**config.mk**
```make
export PLATFORM = sky130hd
export DESIGN_NAME = color_key_sprite_blitter_unit_flat
export DESIGN_NICKNAME = d
export VERILOG_FILES = /design/src/rtl/ckb_pkg.sv /design/src/rtl/ckb_if.sv /design/src/rtl/ckb_cfg_regs.sv /design/src/rtl/ckb_scan.sv /design/src/rtl/ckb_pixel_stage.sv /design/src/rtl/color_key_sprite_blitter_unit.sv /design/src/flat_wrapper.sv
export SDC_FILE = /design/constraint.sdc
export NUM_CORES = 1
export LEC_CHECK = 0
export ABC_AREA = 1
export BUFFER_PORTS_ARGS = -buffer_cell sky130_fd_sc_hd__buf_2
export CORE_ASPECT_RATIO = 0.8
export CORE_MARGIN = 2
export CORE_UTILIZATION = 30
export DETAILED_ROUTE_END_ITERATION = 12
export GPL_TIMING_DRIVEN = 0
export HOLD_SLACK_MARGIN = 0.05
export SYNTH_ARGS = -nofsm -noshare
export SYNTH_HDL_FRONTEND = slang
export SYNTH_SLANG_ARGS = --single-unit
```
**constraint.sdc**
```tcl
create_clock -name clk -period 7.4 [get_ports clk]
set_input_delay 1.11 -clock clk [delete_from_list [all_inputs] [get_ports clk]]
set_output_delay 1.11 -clock clk [all_outputs]
set_load 0.02 [all_outputs]
```
**src/rtl/ckb_pkg.sv**
```systemverilog
// Shared types and constants for the color-keyed sprite blitter.
// No dependencies; every other file of the block imports this package.
package ckb_pkg;

	// Field widths fixed by the pixel and register formats
	localparam int PIX_W      = 32;
	localparam int KEY_W      = 24;
	localparam int POS_W      = 11;
	localparam int SIDE_W     = 11;
	localparam int PCT_W      = 7;
	localparam int SX_W       = 10;
	localparam int SY_W       = 9;
	localparam int CFG_IDX_W  = 3;
	localparam int CFG_DATA_W = 24;

	// Register indexes on the configuration channel
	localparam logic [CFG_IDX_W-1:0] REG_COLOR_KEY     = 3'd0;
	localparam logic [CFG_IDX_W-1:0] REG_DRAW_MODE     = 3'd1;
	localparam logic [CFG_IDX_W-1:0] REG_ORIGIN_X      = 3'd2;
	localparam logic [CFG_IDX_W-1:0] REG_ORIGIN_Y      = 3'd3;
	localparam logic [CFG_IDX_W-1:0] REG_SPRITE_WIDTH  = 3'd4;
	localparam logic [CFG_IDX_W-1:0] REG_SPRITE_HEIGHT = 3'd5;
	localparam logic [CFG_IDX_W-1:0] REG_WIDTH_PERCENT = 3'd6;

	// Pixel masks
	localparam logic [PIX_W-1:0] RGB_MASK  = 32'h00ff_ffff;
	localparam logic [PIX_W-1:0] RED_MASK  = 32'h00ff_0000;
	localparam logic [PIX_W-1:0] HALF_MASK = 32'h007f_7f7f;

	localparam logic [PCT_W-1:0] FULL_PERCENT = 7'd100;

	typedef enum logic [1:0] {
		MODE_KEYED  = 2'd0,
		MODE_RED    = 2'd1,
		MODE_BLEND  = 2'd2,
		MODE_OPAQUE = 2'd3
	} ckb_mode_t;

	// Configuration as seen by the datapath (sides and percent already limited)
	typedef struct packed {
		logic [KEY_W-1:0]        color_key;
		ckb_mode_t               draw_mode;
		logic signed [POS_W-1:0] origin_x;
		logic signed [POS_W-1:0] origin_y;
		logic [SIDE_W-1:0]       width;
		logic [SIDE_W-1:0]       height;
		logic [PCT_W-1:0]        percent;
	} ckb_cfg_t;

	typedef struct packed {
		logic [PIX_W-1:0] sprite_pixel;
		logic [PIX_W-1:0] background_pixel;
	} ckb_in_t;

	typedef struct packed {
		logic             write_enable;
		logic [SX_W-1:0]  screen_x;
		logic [SY_W-1:0]  screen_y;
		logic [PIX_W-1:0] pixel_value;
		logic             last_pixel;
	} ckb_out_t;

endpackage

```
**src/rtl/ckb_if.sv**
```systemverilog
// Valid/ready channel interfaces of the sprite blitter: pixel input,
// result output and configuration write. Depends on ckb_pkg.
interface ckb_pixel_if import ckb_pkg::*; ();
	logic    valid;
	logic    ready;
	ckb_in_t data;

	modport source (output valid, output data, input ready);
	modport sink   (input valid, input data, output ready);
endinterface

interface ckb_result_if import ckb_pkg::*; ();
	logic     valid;
	logic     ready;
	ckb_out_t data;

	modport source (output valid, output data, input ready);
	modport sink   (input valid, input data, output ready);
endinterface

interface ckb_cfg_if import ckb_pkg::*; ();
	logic                  valid;
	logic                  ready;
	logic [CFG_IDX_W-1:0]  index;
	logic [CFG_DATA_W-1:0] wdata;

	modport source (output valid, output index, output wdata, input ready);
	modport sink   (input valid, input index, input wdata, output ready);
endinterface

```
**src/rtl/ckb_cfg_regs.sv**
```systemverilog
// Configuration register file of the sprite blitter, with side clamping
// and percent saturation. Depends on ckb_pkg and ckb_if.
module ckb_cfg_regs import ckb_pkg::*; #(
	parameter int MAX_SPRITE_SIDE = 1024
) (
	input  logic     clk,
	input  logic     arst_n,
	ckb_cfg_if.sink  cfg,
	output ckb_cfg_t cfg_o
);

	localparam int CMP_W = 14;

	logic [KEY_W-1:0]        color_key_q;
	ckb_mode_t               draw_mode_q;
	logic signed [POS_W-1:0] origin_x_q;
	logic signed [POS_W-1:0] origin_y_q;
	logic [SIDE_W-1:0]       width_q;
	logic [SIDE_W-1:0]       height_q;
	logic [PCT_W-1:0]        percent_q;

	assign cfg.ready = 1'b1;

	// Register writes
	always_ff @(posedge clk or negedge arst_n) begin
		if (!arst_n) begin
			color_key_q <= KEY_W'(24'hff_ffff);
			draw_mode_q <= MODE_KEYED;
			origin_x_q  <= '0;
			origin_y_q  <= '0;
			width_q     <= SIDE_W'(1);
			height_q    <= SIDE_W'(1);
			percent_q   <= FULL_PERCENT;
		end else if (cfg.valid && cfg.ready) begin
			case (cfg.index)
				REG_COLOR_KEY:     color_key_q <= cfg.wdata[KEY_W-1:0];
				REG_DRAW_MODE:     draw_mode_q <= ckb_mode_t'(cfg.wdata[1:0]);
				REG_ORIGIN_X:      origin_x_q  <= $signed(cfg.wdata[POS_W-1:0]);
				REG_ORIGIN_Y:      origin_y_q  <= $signed(cfg.wdata[POS_W-1:0]);
				REG_SPRITE_WIDTH:  width_q     <= cfg.wdata[SIDE_W-1:0];
				REG_SPRITE_HEIGHT: height_q    <= cfg.wdata[SIDE_W-1:0];
				REG_WIDTH_PERCENT: percent_q   <= cfg.wdata[PCT_W-1:0];
				default: ;
			endcase
		end
	end

	// Zero side reads as one, oversize as the maximum side
	function automatic logic [SIDE_W-1:0] side_limit(input logic [SIDE_W-1:0] s);
		logic [SIDE_W-1:0] r;
		r = s;
		if (s == '0)
			r = SIDE_W'(1);
		else if (CMP_W'(s) > CMP_W'(MAX_SPRITE_SIDE))
			r = SIDE_W'(MAX_SPRITE_SIDE);
		return r;
	endfunction

	always_comb begin
		cfg_o.color_key = color_key_q;
		cfg_o.draw_mode = draw_mode_q;
		cfg_o.origin_x  = origin_x_q;
		cfg_o.origin_y  = origin_y_q;
		cfg_o.width     = side_limit(width_q);
		cfg_o.height    = side_limit(height_q);
		cfg_o.percent   = (percent_q > FULL_PERCENT) ? FULL_PERCENT : percent_q;
	end

endmodule

```
**src/rtl/ckb_scan.sv**
```systemverilog
// Input register stage: takes one pixel transaction, tags it with the
// sprite column and row, advances the raster counters. Depends on ckb_pkg, ckb_if.
module ckb_scan import ckb_pkg::*; #(
	parameter int CW = 10
) (
	input  logic              clk,
	input  logic              arst_n,
	ckb_pixel_if.sink         pixel,
	input  ckb_cfg_t          cfg_i,
	input  logic              adv,
	output logic              valid_s1,
	output ckb_in_t           data_s1,
	output logic [CW-1:0]     col_s1,
	output logic [CW-1:0]     row_s1,
	output logic              last_s1
);

	localparam int LW = ((CW > SIDE_W) ? CW : SIDE_W) + 1;

	logic [CW-1:0] col_q;
	logic [CW-1:0] row_q;
	logic          accept;
	logic          last_col;
	logic          last_row;

	assign pixel.ready = !valid_s1 || adv;
	assign accept      = pixel.valid && pixel.ready;

	// A counter at or past its bound wraps
	assign last_col = (LW'(col_q) + LW'(1)) >= LW'(cfg_i.width);
	assign last_row = (LW'(row_q) + LW'(1)) >= LW'(cfg_i.height);

	// Stage valid and raster counters
	always_ff @(posedge clk or negedge arst_n) begin
		if (!arst_n) begin
			valid_s1 <= 1'b0;
			col_q    <= '0;
			row_q    <= '0;
		end else begin
			if (accept)
				valid_s1 <= 1'b1;
			else if (adv)
				valid_s1 <= 1'b0;
			if (accept) begin
				if (last_col) begin
					col_q <= '0;
					row_q <= last_row ? '0 : row_q + CW'(1);
				end else begin
					col_q <= col_q + CW'(1);
				end
			end
		end
	end

	// Stage payload
	always_ff @(posedge clk) begin
		if (accept) begin
			data_s1 <= pixel.data;
			col_s1  <= col_q;
			row_s1  <= row_q;
			last_s1 <= last_col && last_row;
		end
	end

endmodule

```
**src/rtl/ckb_pixel_stage.sv**
```systemverilog
// Result stage: clipping, color-key test and draw-mode pixel forming,
// into the output register. Depends on ckb_pkg and ckb_if.
module ckb_pixel_stage import ckb_pkg::*; #(
	parameter int SCREEN_WIDTH  = 640,
	parameter int SCREEN_HEIGHT = 480,
	parameter int CW            = 10
) (
	input  logic          clk,
	input  logic          arst_n,
	input  ckb_cfg_t      cfg_i,
	input  logic          valid_s1,
	input  ckb_in_t       data_s1,
	input  logic [CW-1:0] col_s1,
	input  logic [CW-1:0] row_s1,
	input  logic          last_s1,
	output logic          adv,
	ckb_result_if.source  result
);

	localparam int PW = ((CW > POS_W) ? CW : POS_W) + 3;
	localparam int DW = ((CW > SIDE_W) ? CW : SIDE_W) + 8;

	logic                 valid_s2;
	ckb_out_t             data_s2;
	logic                 load;
	logic signed [PW-1:0] sx;
	logic signed [PW-1:0] sy;
	logic                 on_screen;
	logic                 in_width;
	logic                 keyed;
	logic                 we;
	logic [DW-1:0]        col_scaled;
	logic [DW-1:0]        width_scaled;
	logic [PIX_W-1:0]     pix;
	ckb_out_t             res;

	assign load   = !valid_s2 || result.ready;
	assign adv    = valid_s1 && load;
	assign result.valid = valid_s2;
	assign result.data  = data_s2;

	// Screen position and clipping
	assign sx = PW'(cfg_i.origin_x) + $signed(PW'(col_s1));
	assign sy = PW'(cfg_i.origin_y) + $signed(PW'(row_s1));
	assign on_screen = !sx[PW-1] && (sx[PW-2:0] < (PW-1)'(SCREEN_WIDTH))
	                && !sy[PW-1] && (sy[PW-2:0] < (PW-1)'(SCREEN_HEIGHT));

	// column < floor(width * percent / 100)  <=>  100 * (column + 1) <= width * percent
	assign col_scaled   = (DW'(col_s1) + DW'(1)) * DW'(FULL_PERCENT);
	assign width_scaled = DW'(cfg_i.width) * DW'(cfg_i.percent);
	assign in_width     = col_scaled <= width_scaled;

	assign keyed = (cfg_i.draw_mode != MODE_OPAQUE)
	            && ((data_s1.sprite_pixel & RGB_MASK) == PIX_W'(cfg_i.color_key));
	assign we = on_screen && in_width && !keyed;

	// Pixel by draw mode
	always_comb begin
		case (cfg_i.draw_mode)
			MODE_RED:   pix = data_s1.sprite_pixel & RED_MASK;
			MODE_BLEND: pix = ((data_s1.sprite_pixel >> 1) & HALF_MASK)
			                + ((data_s1.background_pixel >> 1) & HALF_MASK);
			default:    pix = data_s1.sprite_pixel;
		endcase
	end

	always_comb begin
		res.write_enable = we;
		res.screen_x     = we ? sx[SX_W-1:0] : '0;
		res.screen_y     = we ? sy[SY_W-1:0] : '0;
		res.pixel_value  = we ? pix : '0;
		res.last_pixel   = last_s1;
	end

	// Output register
	always_ff @(posedge clk or negedge arst_n) begin
		if (!arst_n)
			valid_s2 <= 1'b0;
		else if (load)
			valid_s2 <= valid_s1;
	end

	always_ff @(posedge clk) begin
		if (adv)
			data_s2 <= res;
	end

endmodule

```
**src/rtl/color_key_sprite_blitter_unit.sv**
```systemverilog
// Top level of the color-keyed, clipped sprite blitter.
// Depends on ckb_pkg, ckb_if, ckb_cfg_regs, ckb_scan and ckb_pixel_stage.
//
// Feed the sprite in raster order, one sprite pixel with the background
// pixel beneath it per transaction; one result comes back per pixel, and a
// new pixel is taken every clock while the result side is ready. The
// pipeline is an input register (which also holds the raster counters) and
// an output register, so a stalled result does not stop the next pixel from
// entering. Pixels off screen, past the scaled width or matching the color
// key outside opaque mode come back with write_enable low and zero position
// and value; the last pixel of the sprite is flagged and the counters
// restart. Write registers only while no pixel is in flight.
module color_key_sprite_blitter_unit import ckb_pkg::*; #(
	parameter int SCREEN_WIDTH    = 640,
	parameter int SCREEN_HEIGHT   = 480,
	parameter int MAX_SPRITE_SIDE = 1024
) (
	input  logic         clk,
	input  logic         arst_n,
	ckb_cfg_if.sink      cfg,
	ckb_pixel_if.sink    pixel,
	ckb_result_if.source result
);

	localparam int CW = (MAX_SPRITE_SIDE > 1) ? $clog2(MAX_SPRITE_SIDE) : 1;

	ckb_cfg_t      cfg_cur;
	logic          valid_s1;
	ckb_in_t       data_s1;
	logic [CW-1:0] col_s1;
	logic [CW-1:0] row_s1;
	logic          last_s1;
	logic          adv;

	ckb_cfg_regs #(
		.MAX_SPRITE_SIDE(MAX_SPRITE_SIDE)
	) u_cfg (
		.clk   (clk),
		.arst_n(arst_n),
		.cfg   (cfg),
		.cfg_o (cfg_cur)
	);

	ckb_scan #(
		.CW(CW)
	) u_scan (
		.clk     (clk),
		.arst_n  (arst_n),
		.pixel   (pixel),
		.cfg_i   (cfg_cur),
		.adv     (adv),
		.valid_s1(valid_s1),
		.data_s1 (data_s1),
		.col_s1  (col_s1),
		.row_s1  (row_s1),
		.last_s1 (last_s1)
	);

	ckb_pixel_stage #(
		.SCREEN_WIDTH (SCREEN_WIDTH),
		.SCREEN_HEIGHT(SCREEN_HEIGHT),
		.CW           (CW)
	) u_pix (
		.clk     (clk),
		.arst_n  (arst_n),
		.cfg_i   (cfg_cur),
		.valid_s1(valid_s1),
		.data_s1 (data_s1),
		.col_s1  (col_s1),
		.row_s1  (row_s1),
		.last_s1 (last_s1),
		.adv     (adv),
		.result  (result)
	);

endmodule

```
**src/flat_wrapper.sv**
```systemverilog
// flat-port wrapper written by rule: the top's interface ports become plain ports
module color_key_sprite_blitter_unit_flat import ckb_pkg::*;
#(
	parameter int SCREEN_WIDTH    = 640,
	parameter int SCREEN_HEIGHT   = 480,
	parameter int MAX_SPRITE_SIDE = 1024
)
  (clk, arst_n, cfg_valid, cfg_index, cfg_wdata, cfg_ready, pixel_valid, pixel_data, pixel_ready, result_valid, result_data, result_ready);
  ckb_cfg_if cfg_i ();
  ckb_pixel_if pixel_i ();
  ckb_result_if result_i ();
  input  logic clk;
  input  logic arst_n;
  input wire logic [$bits(cfg_i.valid)-1:0] cfg_valid;
  input wire logic [$bits(cfg_i.index)-1:0] cfg_index;
  input wire logic [$bits(cfg_i.wdata)-1:0] cfg_wdata;
  output wire logic [$bits(cfg_i.ready)-1:0] cfg_ready;
  input wire logic [$bits(pixel_i.valid)-1:0] pixel_valid;
  input wire logic [$bits(pixel_i.data)-1:0] pixel_data;
  output wire logic [$bits(pixel_i.ready)-1:0] pixel_ready;
  output wire logic [$bits(result_i.valid)-1:0] result_valid;
  output wire logic [$bits(result_i.data)-1:0] result_data;
  input wire logic [$bits(result_i.ready)-1:0] result_ready;
  assign cfg_i.valid = cfg_valid;
  assign cfg_i.index = cfg_index;
  assign cfg_i.wdata = cfg_wdata;
  assign cfg_ready = cfg_i.ready;
  assign pixel_i.valid = pixel_valid;
  assign pixel_i.data = pixel_data;
  assign pixel_ready = pixel_i.ready;
  assign result_valid = result_i.valid;
  assign result_data = result_i.data;
  assign result_i.ready = result_ready;
  color_key_sprite_blitter_unit #(.SCREEN_WIDTH(SCREEN_WIDTH), .SCREEN_HEIGHT(SCREEN_HEIGHT), .MAX_SPRITE_SIDE(MAX_SPRITE_SIDE)) u_core (.clk(clk), .arst_n(arst_n), .cfg(cfg_i), .pixel(pixel_i), .result(result_i));
endmodule
```
Word level (Yosys, flattened, before mapping)
Index checks and enable logic that the tools add are counted.

word-level totals
  output and inout bits = 56
  bits in registers = 229
  logic and storage cells = 87

cells by class
  reduce and logical (&&, ||, !) cells = 28
  mux-type cells = 10
  order comparisons = 8
  $mul = 2
  add/sub/neg operators = 8
  equal/unequal tests = 10

operators by type and width
  operator                                              number
  case mux 32 bit (2 select lines)                      1
  2-to-1 mux 11 bit                                     4
  adder 10 x 1 -> 11 bit, second input constant         3
  adder 11 x 11 -> 12 bit                               2
  adder 23 x 23 -> 24 bit                               1
  equality test 24 bit                                  1
  >= comparator 11 bit                                  2
  > comparator 11 bit, second input constant            2
  zero test 11 bit                                      2
  adder 10 x 1 -> 10 bit, second input constant         2
  2-to-1 mux 10 bit                                     2
  less-or-equal comparator 18 bit                       1
  multiplier 11 x 7 -> 18 bit                           1
  multiplier 11 x 5 -> 16 bit, second input constant    1
  AND reduction 2 bit                                   8
  < comparator 13 x 10 -> 1 bit, second input constant  1
  < comparator 13 x 9 -> 1 bit, second input constant   1
  equality test 3 bit, second input constant            3
  logical AND 1 bit                                     9
  > comparator 7 bit, second input constant             1
  2-to-1 mux 7 bit                                      1
  equality test 3 x 2 -> 1 bit, second input constant   2
  zero test 1 bit                                       5
  equality test 3 x 1 -> 1 bit, second input constant   1
  7 further kinds                                       9

Longest topological paths before layout
Gate-level depths: netlist of the first run.

  word-level depth = 7
  gate-level depth with buffers = 34
  depth with buffers taken out = 34

Hierarchy
Synthesis of the first run repeated with hierarchy kept, for this count alone.

second synthesis, totals
  cells, all modules = 1934
  area total of the unflattened synthesis = 16497.1 µm²

modules (own cells, without submodules)
  module           seq. area each (µm²)  area each (µm²)  cells an instance  instances
  ckb_pixel_stage  1616.6                8637.0           1179               1
  ckb_scan         3078.0                4461.8           377                1
  ckb_cfg_regs     1963.1                3398.3           378                1

Worst setup path after synthesis of the first run
No wires, ideal clock.

  kind = reg-to-reg
  from = register u_core.u_cfg.width_q[4]
  to = register u_core.u_pix.data_s2, in the netlist u_core.u_pix.result.data[11] (data pin)
  arrival time = 5.917 ns
  path buffers = 2
  cell stages (with the launch flop) = 32
  setup slack = 1.351 ns
  cells stage by stage = dfrtp_1 nor2_1 nand3_1 o21ai_0 buf_2 nand2_1 inv_1 nand2_1 fa_1 fa_1 inv_1 fa_1 inv_1 fa_1 inv_1 ha_1 a21oi_1 o21ai_0 nand2_1 nand4_1 a211oi_1 xor2_1 ha_1 nand4_1 nor3_1 nor2b_1 nand2_1 nand2_1 nand3_1 nor2_2 buf_4 and3_1

on the way
  word-level cells in the longest chain between the ends = 7

RTL lines
  element                              RTL line               source
  start: declaration                   ckb_cfg_regs.sv:18     logic [SIDE_W-1:0] width_q;
  start signal: assignment             ckb_cfg_regs.sv:40     REG_SPRITE_WIDTH: width_q <= cfg.wdata[SIDE_W-1:0];
  > comparator 11 bit                  ckb_cfg_regs.sv:54     else if (CMP_W'(s) > CMP_W'(MAX_SPRITE_SIDE))
  2-to-1 mux 11 bit                    ckb_cfg_regs.sv:54
  2-to-1 mux 11 bit (*)                ckb_cfg_regs.sv:52     if (s == '0)
  multiplier 11 x 7 -> 18 bit (*)      ckb_pixel_stage.sv:50  assign width_scaled = DW'(cfg_i.width) * DW'(cfg_i.percent);
  less-or-equal comparator 18 bit (*)  ckb_pixel_stage.sv:51  assign in_width = col_scaled <= width_scaled;
  logical AND 1 bit (*) (2 in a row)   ckb_pixel_stage.sv:55  assign we = on_screen && in_width && !keyed;
  end signal: assignment               ckb_pixel_stage.sv:85  data_s2 <= res;
  end: declaration                     ckb_pixel_stage.sv:24  ckb_out_t data_s2;

Every way passes the cells marked *; elsewhere a longest branch is shown, timed or not.
A chain may end at the register's enable or synchronous reset.

Final worst setup path of the first run
  from = register u_core.u_cfg.width_q[4]
  to = register u_core.u_pix.data_s2, in the netlist u_core.u_pix.result.data[12] (data pin)

The elaborated chain is that of the path after synthesis.

==> run metrics, run 1 <==
Final Cycle Share 0.949; Root Buffer clkbuf_16; Syn. warnings 0; FMAX roughly 140 MHz; R2R setup slack about 0.38 ns; Syn Std Cell Area 0.0156 mm^2; FFs w/ async S/R, synth 0.438; Max FO, Critical Path 10; Routed Antenna Nets 0; Core Box Area about 0.05 mm^2; initial antenna violation count 8; Slew headroom 0.518; DR DRC count 0; Initial Util 0.304; Synth Instances roughly 1,800; vias in the first global route 12,400; CP Capture Point u_core.u_pix.result.data[12]; FF-to-FF End u_core.u_pix.result.data[12]; hold path start u_core.u_scan.last_s1; H-tree depth 1; Worst-Skew Late Latency around 0.53 ns; area share of the largest cell type after synthesis 0.245; Critical Path Most Common Cell nand2_1; PortBufs around 140; largest net degree at the start of global routing 60; DP HPWL between 30 and 40 mm; critical path's slowest cell fa_1; ys flop type edfxtp_1; crit path time final ~7.0 ns; Post-synth EDFFs 127; 1st-iter DRT viols 1,058; Tot GR Track Use 0.152; Mapped Nets about 2,100; Vias approximately 12,000; Area after DPL ~0.017 mm^2; Clock Tree Buf Depth 3; Peak VDD IR 0.137 mV; synthesized flop and latch total approximately 230; GPL Wtd Cong 0.876; Setup Viol. Count Final 0; first-pass GRT wire length about 66 mm; top cells by area, synth edfxtp_1, ha_1, dfrtp_1, nand2_1, fa_1; final WL 40.9 mm; outcome complete, no violations; design area ~0.018 mm^2; RSZ-0062 raised after global routing false; CTS tree done; row cnt 74; leakage power 8.91 nW; WP data arrival between 7 and 8 ns; hold_buf cts 0; setup_tns 0 ns; Max-Cap Viols 0; CP Buf/Inv Count 6; grt total ovfl 0; Num CTS Buffers 22; PD cells around 320 mW/mm^2; crit path kind flop to flop; Final #Nets ~2,300; number of placed I/O pins about 150; die height ~210 um; drt first pass iters 5; crit path launch type flop; clock-pin slew on the worst setup and hold paths approximately 0.060 ns; area leader, netlist edfxtp_1; Yosys cell types 50; CP startpoint u_core.u_cfg.width_q[4]; # fillers about 5,200; type of the tightest min-delay check flop to flop; final max-slew violation count 0; Worst R2R Path Depth 31; Slew @ Worst Pin slightly above 0.7 ns; Setup crit end kind flop; Layout area overhead 15.5%; per-cell routed wire length about 15 um; average cell area after synthesis approximately 9 um^2; CP top delay family adder cells; total power 5.81 mW; Largest stage delay, worst path 0.55 ns; critical path depth 31; layout cells sized above 1 0.131; Reg2Reg Launch Point u_core.u_cfg.width_q[4]; # clock sinks around 230; Seq/Total Area, Yosys 0.407; clk_skew ~0.019 ns; Die ar. between 0.05 and 0.06 mm^2; Hold Fails Final Rpt 0; die width about 260 um; Crit path required time 7.78 ns; vias per cell 4.71
## flip-flops by register name, indices dropped and copies added, names as in the netlist, 11 cells and up
signal                    flops
u_core.u_cfg.height_q        11
u_core.u_cfg.origin_x_q      11
u_core.u_scan.data_s1        53
u_core.u_cfg.color_key_q     24
u_core.u_cfg.origin_y_q      11
u_core.u_cfg.width_q         11
u_core.u_pix.result.data     53
## what timing repair did
action,CTS,global route
setup endpoints to repair,0,52
setup buffers,0,1
gates resized for setup,0,7
## per-layer routing
metal,up-vias,global-route usage,share of wire
met4,2,0.0299,0.016
li1,6149,-,-
met1,5924,0.226,0.48
met3,47,0.0244,0.068
met5,-,0,0.00029
met2,368,0.234,0.44
## cell usage in the layout (no fill, tap or decap), drive strengths merged, types with 29 or more instances in the layout
cell type / n
a21oi: 71
buf: 154
clkbuf: 49
dfrtp: 70
dfstp: 29
edfxtp: 127
fa: 55
ha: 156
inv: 286
nand2: 409
nand3: 64
nor2: 167
nor3: 39
o21ai: 115
xor2: 46
## layout make-up
type                    instances  area [um^2]  area share
clock inverters                11         78.8     0.00439
well taps                     684          856      0.0476
clock buffers                  29          608      0.0338
flip-flops and latches        226         6330       0.352
diodes                          5         12.5    0.000696
inverters                     287         1080      0.0600
multi-input cells            1235         8040       0.448
repair buffers                144          808      0.0450
plain buffers                  30          156     0.00871
## kinds of logic (layout without fill, tap and decap cells)
kind of cell / Yosys count / after routing / synth area share
compound gates: 228 / 228 / 0.0796
xor+xnor: 58 / 58 / 0.0326
fa+ha+maj: 211 / 211 / 0.196
buf+inv: 317 / 501 / 0.0789
flops: 226 / 226 / 0.407
mux: 5 / 5 / 0.00362
other cells: 1 / 6 / 0.000241
simple gates: 732 / 732 / 0.202
## cell usage after synthesis (3+ instances only)
master    instances
nand2_1         406
inv_1           283
nor2_1          164
ha_1            156
edfxtp_1        127
o21ai_0         111
a21oi_1          70
dfrtp_1          70
nand3_1          62
fa_1             55
xor2_1           46
dfstp_2          29
and3_1           21
nor3_2           20
clkbuf_1         19
nand4_1          19
nor3_1           19
xnor2_1          12
a22oi_1          10
o22ai_1           8
buf_4             5
mux2_2            5
a21o_1            4
nand3b_1          4
o21ai_1           4
o21bai_1          4
a21boi_0          3
buf_2             3
inv_2             3
nand2_2           3
nor4_1            3
o211ai_1          3
or2_2             3
## report_power, final
| part | internal [mW] | switching, mW | leakage (nW) |
|---|---|---|---|
| sequential | 1.60 | 0.175 | 2.45 |
| combinational | 1.07 | 1.86 | 6.13 |
| clock | 0.613 | 0.486 | 0.327 |
## through the flow
step | hold WS (ns) | setup WS [ns] | utilization | std cells
after floorplan | 0.400 | 1.35 | - | 1778
after global placement | 0.406 | 0.225 | 0.335 | 2601
after detailed placement | 0.409 | 0.0881 | 0.337 | 2605
after CTS | 0.425 | 0.0530 | 0.351 | 2645
after global routing | 0.445 | 0.0144 | 0.351 | 2649
final | 0.423 | 0.378 | 0.352 | 2651
## worst min-delay path by stage
stage,end,slack [ns],depth (start not counted)
finish,u_core.u_pix.result.data[0],0.42,0
global placement,u_core.u_pix.result.data[0],0.41,0
global route,u_core.u_pix.result.data[0],0.45,0
floorplan,u_core.u_pix.result.data[0],0.40,0
detailed placement,u_core.u_pix.result.data[0],0.41,0
CTS,u_core.u_pix.result.data[0],0.42,0
(Power assumes the default switching activity.)
==> run 2: changes to the inputs <==
--- a/config.mk
+++ b/config.mk
@@ -8,7 +8,7 @@
 export ABC_AREA = 1
 export BUFFER_PORTS_ARGS = -buffer_cell sky130_fd_sc_hd__buf_2
 export CORE_ASPECT_RATIO = 0.8
-export CORE_MARGIN = 2
+export CORE_MARGIN = 4
 export CORE_UTILIZATION = 30
 export DETAILED_ROUTE_END_ITERATION = 12
 export GPL_TIMING_DRIVEN = 0
==> run 2 against run 1 <==
Final area is 0.60% higher. Global-route usage is 0.69 points lower. Largest cell class unchanged. Setup slack better by 0.0072 ns. Power is 2.0% higher. Hold slack better by 0.0085 ns. Via count is 0.34% lower.
==> run metrics, run 2 (synthesis results as in run 1) <==
Largest stage delay, worst path 0.55 ns; 1st-iter DRT viols roughly 970; GPL Wtd Cong between 0.8 and 0.9; outcome complete, no violations; per-cell routed wire length 15.5 um; vias in the first global route 12,100; hold slack about 0.43 ns; DR DRC count 0; Final #Nets approximately 2,300; crit path kind flop to flop; pre-CTS setup slack 0.0563 ns; clock share of power 0.201; switching pwr roughly 2.5 mW; Worst-Skew Late Latency roughly 0.53 ns; Peak VDD IR between 0.15 and 0.2 mV; most frequent cells in the layout nand2_1, inv_1, nor2_1, ha_1, buf_2; initial antenna violation count 3; Final Cycle Share 0.948; CP startpoint u_core.u_cfg.width_q[2]; Max-Cap Viols 0; Int Power 3.39 mW; Slew @ Worst Pin around 0.75 ns; worst setup margin around 0.39 ns; crit path time final between 7 and 8 ns; Core Box Area ~0.05 mm^2; Layout area overhead 16.1%; Final Util 0.353; first-pass GRT wire length approximately 66 mm; Initial Util 0.304; Vias around 12,000; H-tree depth 1; leading cell type in the layout, fill and taps excluded nand2_1; leakage power around 9.0 nW; Reg2Reg Launch Point u_core.u_cfg.width_q[2]; critical path's slowest cell fa_1; Num CTS Buffers 22; row cnt 74; number of placed I/O pins around 150; die height around 210 um; FMAX approximately 140 MHz; Die ar. ~0.056 mm^2; hold path start u_core.u_scan.last_s1; largest net degree at the start of global routing 74; Comb pwr share 0.499; WP data arrival approximately 7.4 ns; # clock sinks between 200 and 250; PortBufs roughly 140; die width 263 um; Tot GR Track Use 0.145; Crit path required time 7.78 ns; Clock Tree Buf Depth 3; drt first pass iters 6; part of the power in registers 0.301; layout cells sized above 1 0.138; type of the tightest min-delay check flop to flop; setup_tns 0 ns; vias per cell approximately 4.7; Root Buffer clkbuf_16; clk_skew about 0.012 ns; CTS tree done; Routed Antenna Nets 0; Slew headroom 0.498; final WL about 40 mm; crit path launch type flop; DP HPWL ~32 mm; PD cells ~330 mW/mm^2; Setup Viol. Count Final 0; # fillers 5,169; sw frac 0.428; Hold Fails Final Rpt 0; grt total ovfl 0; Setup crit end kind flop; final max-slew violation count 0; R2R setup slack around 0.39 ns; clock-pin slew on the worst setup and hold paths about 0.060 ns; Max FO, Critical Path 10
-- run 2: what timing repair did --
action,4_1_cts,5_1_grt
resized for setup,0,17
setup buffers,1,2
hold endpoints to repair,0,0
pin swaps,1,3
setup endpoints to repair,1,52
hold buffers,0,0
-- run 2: routing by layer --
layer,share of wire,track usage
met2,0.44,0.226
met4,0.013,0.0230
met1,0.49,0.216
met5,0.00017,0
met3,0.062,0.0273
-- run 2: worst paths after layout --
| path | to | cells past startpoint |
|---|---|---|
| worst max-delay path | u_core.u_pix.result.data[13] | 31 |
| worst min-delay path | u_core.u_pix.result.data[0] | 0 |
| worst max register to register | u_core.u_pix.result.data[13] | 31 |
| worst min register to register | u_core.u_pix.result.data[0] | 0 |
| max in group asynchronous | u_core.u_cfg.color_key_q[22] | 2 |
| min in group asynchronous | u_core.u_scan.valid_s1 | 1 |
-- run 2: final cells by class --
class / instances / area [um^2] / area share
Buffer: 30 / 160 / 0.00886
Inverter: 287 / 1080 / 0.0596
Clock inverter: 7 / 85.1 / 0.00471
Tap cell: 684 / 856 / 0.0474
Multi-Input combinational cell: 1235 / 8070 / 0.446
Timing Repair Buffer: 146 / 816 / 0.0451
Sequential cell: 226 / 6330 / 0.350
Antenna cell: 4 / 10.0 / 0.000554
Clock buffer: 33 / 676 / 0.0374
-- run 2: per-stage QoR --
stage / instances / cell area, um^2 / total power [mW]
finish: 2652 / 18100 / 5.93
global route: 2650 / 18100 / 6.49
CTS: 2646 / 18000 / 5.91
detailed placement: 2605 / 17200 / 4.69
global placement: 2601 / 17100 / 4.61
floorplan: 1778 / 15600 / 3.91
-- run 2: power by group through the flow --
| stage | clock network [mW] | logic [mW] | registers (mW) |
|---|---|---|---|
| final | 1.19 | 2.95 | 1.78 |
| after global routing | 1.26 | 3.42 | 1.81 |
| after CTS | 1.21 | 2.93 | 1.78 |
| after detailed placement | 0 | 2.89 | 1.80 |
| after global placement | 0 | 2.80 | 1.80 |
| after floorplan | 0 | 2.10 | 1.80 |
-- run 2: worst max-delay path, delay by kind of cell (launching register included) --
kind / cells / cell delay (ns)
fa+ha+maj: 6 / 2.78
xor+xnor: 1 / 0.15
simple gates: 14 / 2.04
flops: 1 / 0.43
buf+inv: 6 / 0.67
compound gates: 4 / 0.79
